## config.mk

```make
export PLATFORM = sky130hd
export DESIGN_NAME = fisher_yates_shuffler_flat
export DESIGN_NICKNAME = d
export VERILOG_FILES = /design/src/hdl/fy_pkg.sv /design/src/hdl/fy_in_if.sv /design/src/hdl/fy_out_if.sv /design/src/hdl/fy_ram.sv /design/src/hdl/fy_div.sv /design/src/hdl/fisher_yates_shuffler.sv /design/src/flat_wrapper.sv
export SDC_FILE = /design/constraint.sdc
export NUM_CORES = 2
export LEC_CHECK = 0
export ABC_AREA = 0
export BUFFER_PORTS_ARGS = -buffer_cell sky130_fd_sc_hd__buf_4
export CAP_MARGIN = 20
export CELL_PAD_IN_SITES_DETAIL_PLACEMENT = 1
export CELL_PAD_IN_SITES_GLOBAL_PLACEMENT = 1
export CORE_MARGIN = 2
export CORE_UTILIZATION = 40
export DETAILED_ROUTE_END_ITERATION = 8
export PLACE_DENSITY_LB_ADDON = 0.2
export REMOVE_ABC_BUFFERS = 1
export SLEW_MARGIN = 20
export SYNTH_ARGS = -nofsm -noshare
export SYNTH_HDL_FRONTEND = slang
export SYNTH_SLANG_ARGS = --single-unit
export TNS_END_PERCENT = 30
```

## constraint.sdc

```tcl
create_clock -name clk -period 9.9 [get_ports clk]
set_clock_uncertainty 0.15 [all_clocks]
set_input_delay 1.485 -clock clk [delete_from_list [all_inputs] [get_ports clk]]
set_output_delay 1.485 -clock clk [all_outputs]
set_load 0.02 [all_outputs]
```

## src/hdl/fy_pkg.sv

```systemverilog
`timescale 1ns / 1ps

package fy_pkg;

	localparam int DATA_W = 32;
	localparam int RAND_W = 31;

	typedef struct packed {
		logic              start;
		logic [RAND_W-1:0] dividend;
		logic [RAND_W-1:0] divisor;
	} div_req_t;

	typedef struct packed {
		logic              busy;
		logic              done;
		logic [RAND_W-1:0] quotient;
	} div_rsp_t;

endpackage

```

## src/hdl/fy_in_if.sv

```systemverilog
`timescale 1ns / 1ps

interface fy_in_if import fy_pkg::*; ();
	logic              valid;
	logic              ready;
	logic [DATA_W-1:0] element_value;
	logic [RAND_W-1:0] random_word;
	logic              is_last;

	modport source (output valid, element_value, random_word, is_last, input ready);
	modport sink (input valid, element_value, random_word, is_last, output ready);
endinterface

```

## src/hdl/fy_out_if.sv

```systemverilog
`timescale 1ns / 1ps

interface fy_out_if import fy_pkg::*; ();
	logic              valid;
	logic              ready;
	logic [DATA_W-1:0] element_value_out;
	logic              is_last_out;

	modport source (output valid, element_value_out, is_last_out, input ready);
	modport sink (input valid, element_value_out, is_last_out, output ready);
endinterface

```

## src/hdl/fy_ram.sv

```systemverilog
`timescale 1ns / 1ps

module fy_ram #(
	parameter int WIDTH = 32,
	parameter int DEPTH = 32
) (
	input  logic                     clk,
	input  logic                     we,
	input  logic [$clog2(DEPTH)-1:0] waddr,
	input  logic [WIDTH-1:0]         wdata,
	input  logic                     re,
	input  logic [$clog2(DEPTH)-1:0] raddr,
	output logic [WIDTH-1:0]         rdata
);

	logic [WIDTH-1:0] mem [DEPTH];

	always_ff @(posedge clk) begin
		if (we) begin
			mem[waddr] <= wdata;
		end
		if (re) begin
			rdata <= mem[raddr];
		end
	end

endmodule

```

## src/hdl/fy_div.sv

```systemverilog
`timescale 1ns / 1ps

module fy_div import fy_pkg::*; (
	input  logic     clk,
	input  logic     arst_n,
	input  div_req_t req,
	output div_rsp_t rsp
);

	localparam int CNT_W = $clog2(RAND_W + 1);

	logic              busy_q;
	logic              done_q;
	logic [CNT_W-1:0]  cnt_q;
	logic [RAND_W-1:0] acc_q;
	logic [RAND_W-1:0] quo_q;
	logic [RAND_W-1:0] dsr_q;
	logic [RAND_W:0]   shifted;
	logic [RAND_W:0]   diff;
	logic              ge;
	logic              launch;

	assign launch  = req.start && !busy_q;
	assign shifted = {acc_q, quo_q[RAND_W-1]};
	assign diff    = shifted - {1'b0, dsr_q};
	assign ge      = shifted >= {1'b0, dsr_q};

	always_ff @(posedge clk or negedge arst_n) begin
		if (!arst_n) begin
			busy_q <= 1'b0;
			done_q <= 1'b0;
			cnt_q  <= '0;
		end else if (launch) begin
			busy_q <= 1'b1;
			done_q <= 1'b0;
			cnt_q  <= CNT_W'(RAND_W);
		end else if (busy_q) begin
			cnt_q <= cnt_q - CNT_W'(1);
			if (cnt_q == CNT_W'(1)) begin
				busy_q <= 1'b0;
				done_q <= 1'b1;
			end
		end else begin
			done_q <= 1'b0;
		end
	end

	always_ff @(posedge clk) begin
		if (launch) begin
			acc_q <= '0;
			quo_q <= req.dividend;
			dsr_q <= req.divisor;
		end else if (busy_q) begin
			acc_q <= ge ? diff[RAND_W-1:0] : shifted[RAND_W-1:0];
			quo_q <= {quo_q[RAND_W-2:0], ge};
		end
	end

	assign rsp.busy     = busy_q;
	assign rsp.done     = done_q;
	assign rsp.quotient = quo_q;

endmodule

```

## src/hdl/fisher_yates_shuffler.sv

```systemverilog
`timescale 1ns / 1ps

// Fisher-Yates shuffler. Items are loaded one a cycle into an element memory and a random-word
// memory until an item marked last arrives (items beyond MAX_ELEMENTS are taken and dropped,
// though a last mark still ends the list). The pass then visits each position i of a list of
// n elements from 0 to n-2: a read of entry i and its random word, two divisions on a shared
// restoring divider that yields one quotient bit a cycle, then a read of entry j and two
// write-backs. The list is then delivered item by item, each one read from the memory and then
// presented until it is taken; the next list is taken only once the final item of the last one
// has left. No clearing pass is needed after reset.
module fisher_yates_shuffler import fy_pkg::*; #(
	parameter int          MAX_ELEMENTS  = 32,
	parameter int          ELEMENT_WIDTH = 32,
	parameter int unsigned RAND_LIMIT    = 2147483647
) (
	input logic      clk,
	input logic      arst_n,
	fy_in_if.sink    in_ch,
	fy_out_if.source out_ch
);

	localparam int SW    = (ELEMENT_WIDTH < DATA_W) ? ELEMENT_WIDTH : DATA_W;
	localparam int IW    = $clog2(MAX_ELEMENTS);
	localparam int CW    = $clog2(MAX_ELEMENTS + 1);
	localparam int SUM_W = RAND_W + 1;

	typedef enum logic [8:0] {
		S_LOAD      = 9'b000000001,
		S_RD_I      = 9'b000000010,
		S_DIV1      = 9'b000000100,
		S_DIV2      = 9'b000001000,
		S_RD_J      = 9'b000010000,
		S_WR_I      = 9'b000100000,
		S_WR_J      = 9'b001000000,
		S_EMIT_RD   = 9'b010000000,
		S_EMIT_SHOW = 9'b100000000
	} state_t;

	state_t        state_q;
	logic [CW-1:0] count_q;
	logic [CW-1:0] n_q;
	logic [IW-1:0] i_q;
	logic [IW-1:0] j_q;
	logic [IW-1:0] k_q;
	logic [SW-1:0] ei_q;

	logic              in_acc;
	logic              room;
	logic [CW-1:0]     n_next;
	logic [CW-1:0]     n_lim;
	logic [SUM_W-1:0]  j_sum;
	logic [IW-1:0]     j_next;
	logic              last_pos;

	logic          e_we;
	logic [IW-1:0] e_waddr;
	logic [SW-1:0] e_wdata;
	logic          e_re;
	logic [IW-1:0] e_raddr;
	logic [SW-1:0] e_rdata;
	logic          r_we;
	logic          r_re;
	logic [RAND_W-1:0] r_rdata;

	div_req_t div_req;
	div_rsp_t div_rsp;

	assign in_ch.ready = (state_q == S_LOAD);
	assign in_acc      = in_ch.valid && in_ch.ready;
	assign room        = count_q < CW'(MAX_ELEMENTS);
	assign n_next      = room ? count_q + CW'(1) : count_q;
	assign n_lim       = n_q - CW'(1);
	assign j_sum       = {1'b0, div_rsp.quotient} + SUM_W'(i_q);
	assign j_next      = (j_sum > SUM_W'(n_lim)) ? n_lim[IW-1:0] : j_sum[IW-1:0];
	assign last_pos    = CW'(k_q) == n_lim;

	// memory access per state
	always_comb begin
		e_we    = 1'b0;
		e_waddr = count_q[IW-1:0];
		e_wdata = in_ch.element_value[SW-1:0];
		e_re    = 1'b0;
		e_raddr = i_q;
		r_we    = 1'b0;
		r_re    = 1'b0;
		case (state_q)
			S_LOAD: begin
				e_we = in_acc && room;
				r_we = in_acc && room;
			end
			S_RD_I: begin
				e_re = 1'b1;
				r_re = 1'b1;
			end
			S_RD_J: begin
				e_re    = 1'b1;
				e_raddr = j_q;
			end
			S_WR_I: begin
				e_we    = 1'b1;
				e_waddr = i_q;
				e_wdata = e_rdata;
			end
			S_WR_J: begin
				e_we    = 1'b1;
				e_waddr = j_q;
				e_wdata = ei_q;
			end
			S_EMIT_RD: begin
				e_re    = 1'b1;
				e_raddr = k_q;
			end
			default: begin
			end
		endcase
	end

	// divider requests: range size first, then the scaled random word
	always_comb begin
		div_req.start    = 1'b0;
		div_req.dividend = RAND_W'(RAND_LIMIT);
		div_req.divisor  = RAND_W'(n_q - CW'(i_q));
		case (state_q)
			S_RD_I: begin
				div_req.start = 1'b1;
			end
			S_DIV1: begin
				div_req.start    = div_rsp.done;
				div_req.dividend = r_rdata;
				div_req.divisor  = div_rsp.quotient + RAND_W'(1);
			end
			default: begin
			end
		endcase
	end

	always_ff @(posedge clk or negedge arst_n) begin
		if (!arst_n) begin
			state_q <= S_LOAD;
			count_q <= '0;
			n_q     <= '0;
			i_q     <= '0;
			k_q     <= '0;
		end else begin
			case (state_q)
				S_LOAD: begin
					if (in_acc) begin
						if (in_ch.is_last) begin
							n_q     <= n_next;
							count_q <= '0;
							i_q     <= '0;
							k_q     <= '0;
							state_q <= (n_next >= CW'(2)) ? S_RD_I : S_EMIT_RD;
						end else begin
							count_q <= n_next;
						end
					end
				end
				S_RD_I: begin
					state_q <= S_DIV1;
				end
				S_DIV1: begin
					if (div_rsp.done) begin
						state_q <= S_DIV2;
					end
				end
				S_DIV2: begin
					if (div_rsp.done) begin
						state_q <= S_RD_J;
					end
				end
				S_RD_J: begin
					state_q <= S_WR_I;
				end
				S_WR_I: begin
					state_q <= S_WR_J;
				end
				S_WR_J: begin
					if (CW'(i_q) + CW'(2) < n_q) begin
						i_q     <= i_q + IW'(1);
						state_q <= S_RD_I;
					end else begin
						state_q <= S_EMIT_RD;
					end
				end
				S_EMIT_RD: begin
					state_q <= S_EMIT_SHOW;
				end
				S_EMIT_SHOW: begin
					if (out_ch.ready) begin
						if (last_pos) begin
							state_q <= S_LOAD;
						end else begin
							k_q     <= k_q + IW'(1);
							state_q <= S_EMIT_RD;
						end
					end
				end
				default: begin
					state_q <= S_LOAD;
				end
			endcase
		end
	end

	always_ff @(posedge clk) begin
		if (state_q == S_DIV1) begin
			ei_q <= e_rdata;
		end
		if (state_q == S_DIV2 && div_rsp.done) begin
			j_q <= j_next;
		end
	end

	fy_ram #(
		.WIDTH(SW),
		.DEPTH(MAX_ELEMENTS)
	) u_elem_ram (
		.clk  (clk),
		.we   (e_we),
		.waddr(e_waddr),
		.wdata(e_wdata),
		.re   (e_re),
		.raddr(e_raddr),
		.rdata(e_rdata)
	);

	fy_ram #(
		.WIDTH(RAND_W),
		.DEPTH(MAX_ELEMENTS)
	) u_rand_ram (
		.clk  (clk),
		.we   (r_we),
		.waddr(count_q[IW-1:0]),
		.wdata(in_ch.random_word),
		.re   (r_re),
		.raddr(i_q),
		.rdata(r_rdata)
	);

	fy_div u_div (
		.clk   (clk),
		.arst_n(arst_n),
		.req   (div_req),
		.rsp   (div_rsp)
	);

	assign out_ch.valid             = (state_q == S_EMIT_SHOW);
	assign out_ch.element_value_out = DATA_W'(e_rdata);
	assign out_ch.is_last_out       = last_pos;

	// loading and delivery never overlap
	assert property (@(posedge clk) disable iff (!arst_n)
		!(in_ch.ready && out_ch.valid))
		else $error("input taken while an item is on offer");

	// swap partner stays inside the list and never behind the current position
	assert property (@(posedge clk) disable iff (!arst_n)
		state_q == S_RD_J |-> (CW'(j_q) < n_q) && (j_q >= i_q))
		else $error("swap index out of range");

	// divider is only started when free
	assert property (@(posedge clk) disable iff (!arst_n)
		div_req.start |-> !div_rsp.busy)
		else $error("divider started while busy");

	// element memory is written only while loading or swapping
	assert property (@(posedge clk) disable iff (!arst_n)
		e_we |-> (state_q == S_LOAD || state_q == S_WR_I || state_q == S_WR_J))
		else $error("stray element write");

	// after the final item leaves the block is ready for a new list
	assert property (@(posedge clk) disable iff (!arst_n)
		out_ch.valid && out_ch.ready && out_ch.is_last_out |=> in_ch.ready && count_q == '0)
		else $error("not back to loading after the final item");

endmodule
```

## src/flat_wrapper.sv

```systemverilog
// flat-port wrapper written by rule: the top's interface ports become plain ports
module fisher_yates_shuffler_flat import fy_pkg::*;
#(
	parameter int          MAX_ELEMENTS  = 32,
	parameter int          ELEMENT_WIDTH = 32,
	parameter int unsigned RAND_LIMIT    = 2147483647
)
  (clk, arst_n, in_ch_valid, in_ch_element_value, in_ch_random_word, in_ch_is_last, in_ch_ready, out_ch_valid, out_ch_element_value_out, out_ch_is_last_out, out_ch_ready);
  fy_in_if in_ch_i ();
  fy_out_if out_ch_i ();
  input logic clk;
  input logic arst_n;
  input wire logic [$bits(in_ch_i.valid)-1:0] in_ch_valid;
  input wire logic [$bits(in_ch_i.element_value)-1:0] in_ch_element_value;
  input wire logic [$bits(in_ch_i.random_word)-1:0] in_ch_random_word;
  input wire logic [$bits(in_ch_i.is_last)-1:0] in_ch_is_last;
  output wire logic [$bits(in_ch_i.ready)-1:0] in_ch_ready;
  output wire logic [$bits(out_ch_i.valid)-1:0] out_ch_valid;
  output wire logic [$bits(out_ch_i.element_value_out)-1:0] out_ch_element_value_out;
  output wire logic [$bits(out_ch_i.is_last_out)-1:0] out_ch_is_last_out;
  input wire logic [$bits(out_ch_i.ready)-1:0] out_ch_ready;
  assign in_ch_i.valid = in_ch_valid;
  assign in_ch_i.element_value = in_ch_element_value;
  assign in_ch_i.random_word = in_ch_random_word;
  assign in_ch_i.is_last = in_ch_is_last;
  assign in_ch_ready = in_ch_i.ready;
  assign out_ch_valid = out_ch_i.valid;
  assign out_ch_element_value_out = out_ch_i.element_value_out;
  assign out_ch_is_last_out = out_ch_i.is_last_out;
  assign out_ch_i.ready = out_ch_ready;
  fisher_yates_shuffler #(.MAX_ELEMENTS(MAX_ELEMENTS), .ELEMENT_WIDTH(ELEMENT_WIDTH), .RAND_LIMIT(RAND_LIMIT)) u_core (.clk(clk), .arst_n(arst_n), .in_ch(in_ch_i), .out_ch(out_ch_i));
endmodule
```

==> qor.txt <==
Worst Hold Class = reg2reg
met2 GRT Util = 0.3724
multi-input logic area = 22,960 um^2
minimum clock period = 5097 ps
CTS tree = built
hpwl dp = 136,200 um
Final nets = 6,312
CP endpoint kind = flip-flop
share of the synthesized area in the top cell type = 0.7161
global routing usage on met3 = 0.03367
Worst-path clk slew = 60 ps
status = completed
maxcap violations = 0
TritonCTS Buffers = 231
IO Pins = 103
later-pin clock latency in the skew report = 890 ps
largest net degree at the start of global routing = 160
synthesis-stage register bit count = 2,247
Die H = 481.8 um
Synth Warn # = 0
period utilisation layout = 0.5148
synth top area cells = edfxtp_1 72%, nand2_1 5.0%, mux4_2 5.0%
count leader, synth = edfxtp_1
type of origin of the critical path = flip-flop
final WL = 258,700 um
layer with the highest usage = met2
PwrDens = 220.0 nW/um^2
number of global-route vias before repair = 55,530
final hold slack = 339.1 ps
root buf cell = clkbuf_16
PostCTS Resize Cnt = 0
f_max = 196.2 MHz
Hold Buf Count CTS = 0
# DRC = 0
ANT nets after route = 0
GPL Wtd Cong = 0.7835
Reg area = 66,990 um^2
Max IR drop VDD = 170.9 uV
chip width = 481.8 um
layout cells sized above 1 = 0.1403
Final Max Slew Viols = 0
final hold vios = 0
cell area after synthesis = 91,330 um^2
number of setup violations in the final report = 0
Crit Path Max Fanout = 63
Total GRT Usage = 0.2212
grt ovf = 0
Setup Buffers After CTS = 0
num rows = 175
Post-synth top flop = edfxtp_1
clock sink count = 2,247
CTS Buffer Depth = 3
Synth top cells by count = 2,178 x edfxtp_1, 1,216 x nand2_1, 417 x nand3_1
Iteration-0 DRC Markers = 4,472
first-pass GRT wire length = 379,200 um
Required @ worst endpoint = 10,450 ps
Syn Inst Count = 6,090
Port Buffers = 102
CP Data Arrival Time = 5650 ps
GR Util met1 = 0.2993
Core Box Area = 227,300 um^2
DR vias/cell = 5.672
Leakage = 0.03395 uW
cell total after placement = 8,951
Initial Utilization = 0.4018
antenna violations before repair = 20
slew margin rel. = 0.2790
critical path class = reg2reg
sequential fraction of the synthesis area = 0.7333
DR WL/cell = 27.54 um
H-tree depth = 4
Slew @ Worst Pin = 1079 ps
Die ar. = 232,200 um^2
Avg Inst Size Synth = 15.00 um^2
Non-Filler Instances = 9,393
Yosys cell types = 79
largest area contributor in the netlist = edfxtp_1
number of synthesized flops with an enable pin = 2,178
Area Overhead vs Synth = 13.10%
Filler cells = 22,290
Vias = 53,280
RSZ-0062 raised after global routing = no
Async SR Flop Fraction = 0.01691
fin util = 0.4545
TritonRoute pass-1 iters = 5
==> registers in the layout, indices dropped and copies added (netlist names) <==
register / cells
u_core.j_q: 5
u_core.ei_q: 32
u_core.u_div.quo_q: 31
u_core.u_rand_ram.mem: 992
u_core.u_div.done_q: 1
u_core.state_q: 9
u_core.count_q: 6
u_core.u_div.acc_q: 31
u_core.u_rand_ram.rdata: 31
u_core.i_q: 5
u_core.u_elem_ram.mem: 1024
u_core.u_div.dsr_q: 31
u_core.u_div.busy_q: 1
u_core.u_elem_ram.rdata: 32
u_core.u_div.cnt_q: 5
u_core.k_q: 5
u_core.n_q: 6
==> stage by stage <==
step	setup TNS [ps]	instance area [um^2]	total power (uW)	setup slack, ps
2_1_floorplan	-3761280	89570	13240	-6567
4_1_cts	0	103200	22950	4832
3_5_place_dp	0	95820	14420	4843
5_1_grt	0	103300	23610	4509
6_report	0	103300	22730	4803
3_3_place_gp	0	95710	14350	5008
==> power by group <==
part | total, uW | internal, uW | switching [uW]
Sequential | 11300 | 11000 | 343
Clock | 8530 | 4780 | 3750
Combinational | 2860 | 992 | 1860
==> final cells by class <==
type / count / share of cell area
flip-flops and latches: 2247 / 0.6485
multi-input cells: 3391 / 0.2223
clock buffers: 285 / 0.05882
well taps: 3009 / 0.03645
repair buffers: 230 / 0.01808
clock inverters: 150 / 0.01295
inverters: 76 / 0.002786
diodes: 5 / 0.0001211
==> cells by family (layout without fill, tap and decap cells) <==
group           Yosys count  after routing  synth area share
other cells               0              5                 0
simple gates           2097           2097           0.09912
mux                     357            357           0.06683
buf+inv                 452            741           0.02243
xor+xnor                 84             84          0.008056
compound gates          786            786           0.06081
fa+ha+maj                67             67          0.009425
flops                  2247           2247            0.7333
==> cell usage in the layout, fill, tap and decap left out, types with 46 or more instances in the layout <==
cell type / instances
clkinv_2: 51
edfxtp_1: 2178
ha_1: 64
nand3_1: 415
buf_4: 219
nor2_4: 71
clkbuf_16: 233
a31oi_1: 103
and3_1: 77
a221oi_1: 46
a311oi_1: 96
mux2i_1: 153
o21ai_0: 156
xnor2_1: 53
nand2_1: 1201
a21oi_1: 100
nor2_1: 142
clkbuf_1: 47
clkinv_1: 59
inv_1: 72
mux4_2: 202
==> worst paths after layout <==
path                       cells after the start                    endpoint                    from  slack, ps
hold / removal                                 2      u_core.u_div.acc_q[16]  u_core.u_div.acc_q[16]        340
setup / recovery                              12  u_core.u_elem_ram.rdata[3]       u_core.state_q[2]       4800
setup reg to reg                              12  u_core.u_elem_ram.rdata[3]       u_core.state_q[2]       4800
min in group asynchronous                      1         u_core.u_div.done_q                  arst_n        430
max in group asynchronous                      1               u_core.i_q[1]                  arst_n       8760
hold reg to reg                                2      u_core.u_div.acc_q[16]  u_core.u_div.acc_q[16]        340
==> critical path, stage by stage (launching register included) <==
cell	delay, ps
dfrtp_1	480
nor4_2	370
and4_1	500
nor2_4	140
nand2_1	210
and2_4	700
buf_4	720
buf_4	530
nand2_1	90
and3_1	180
a311oi_1	270
a31oi_1	90
a221oi_1	350
==> routing by layer <==
| layer | vias to the layer above | wire length (um) |
|---|---|---|
| met3 | 386 | 12270 |
| met1 | 28030 | 113600 |
| met4 | 26 | 6169 |
| met5 | - | 181 |
| met2 | 1354 | 126500 |
| li1 | 23480 | - |
Power figures use the tool's default switching activity.
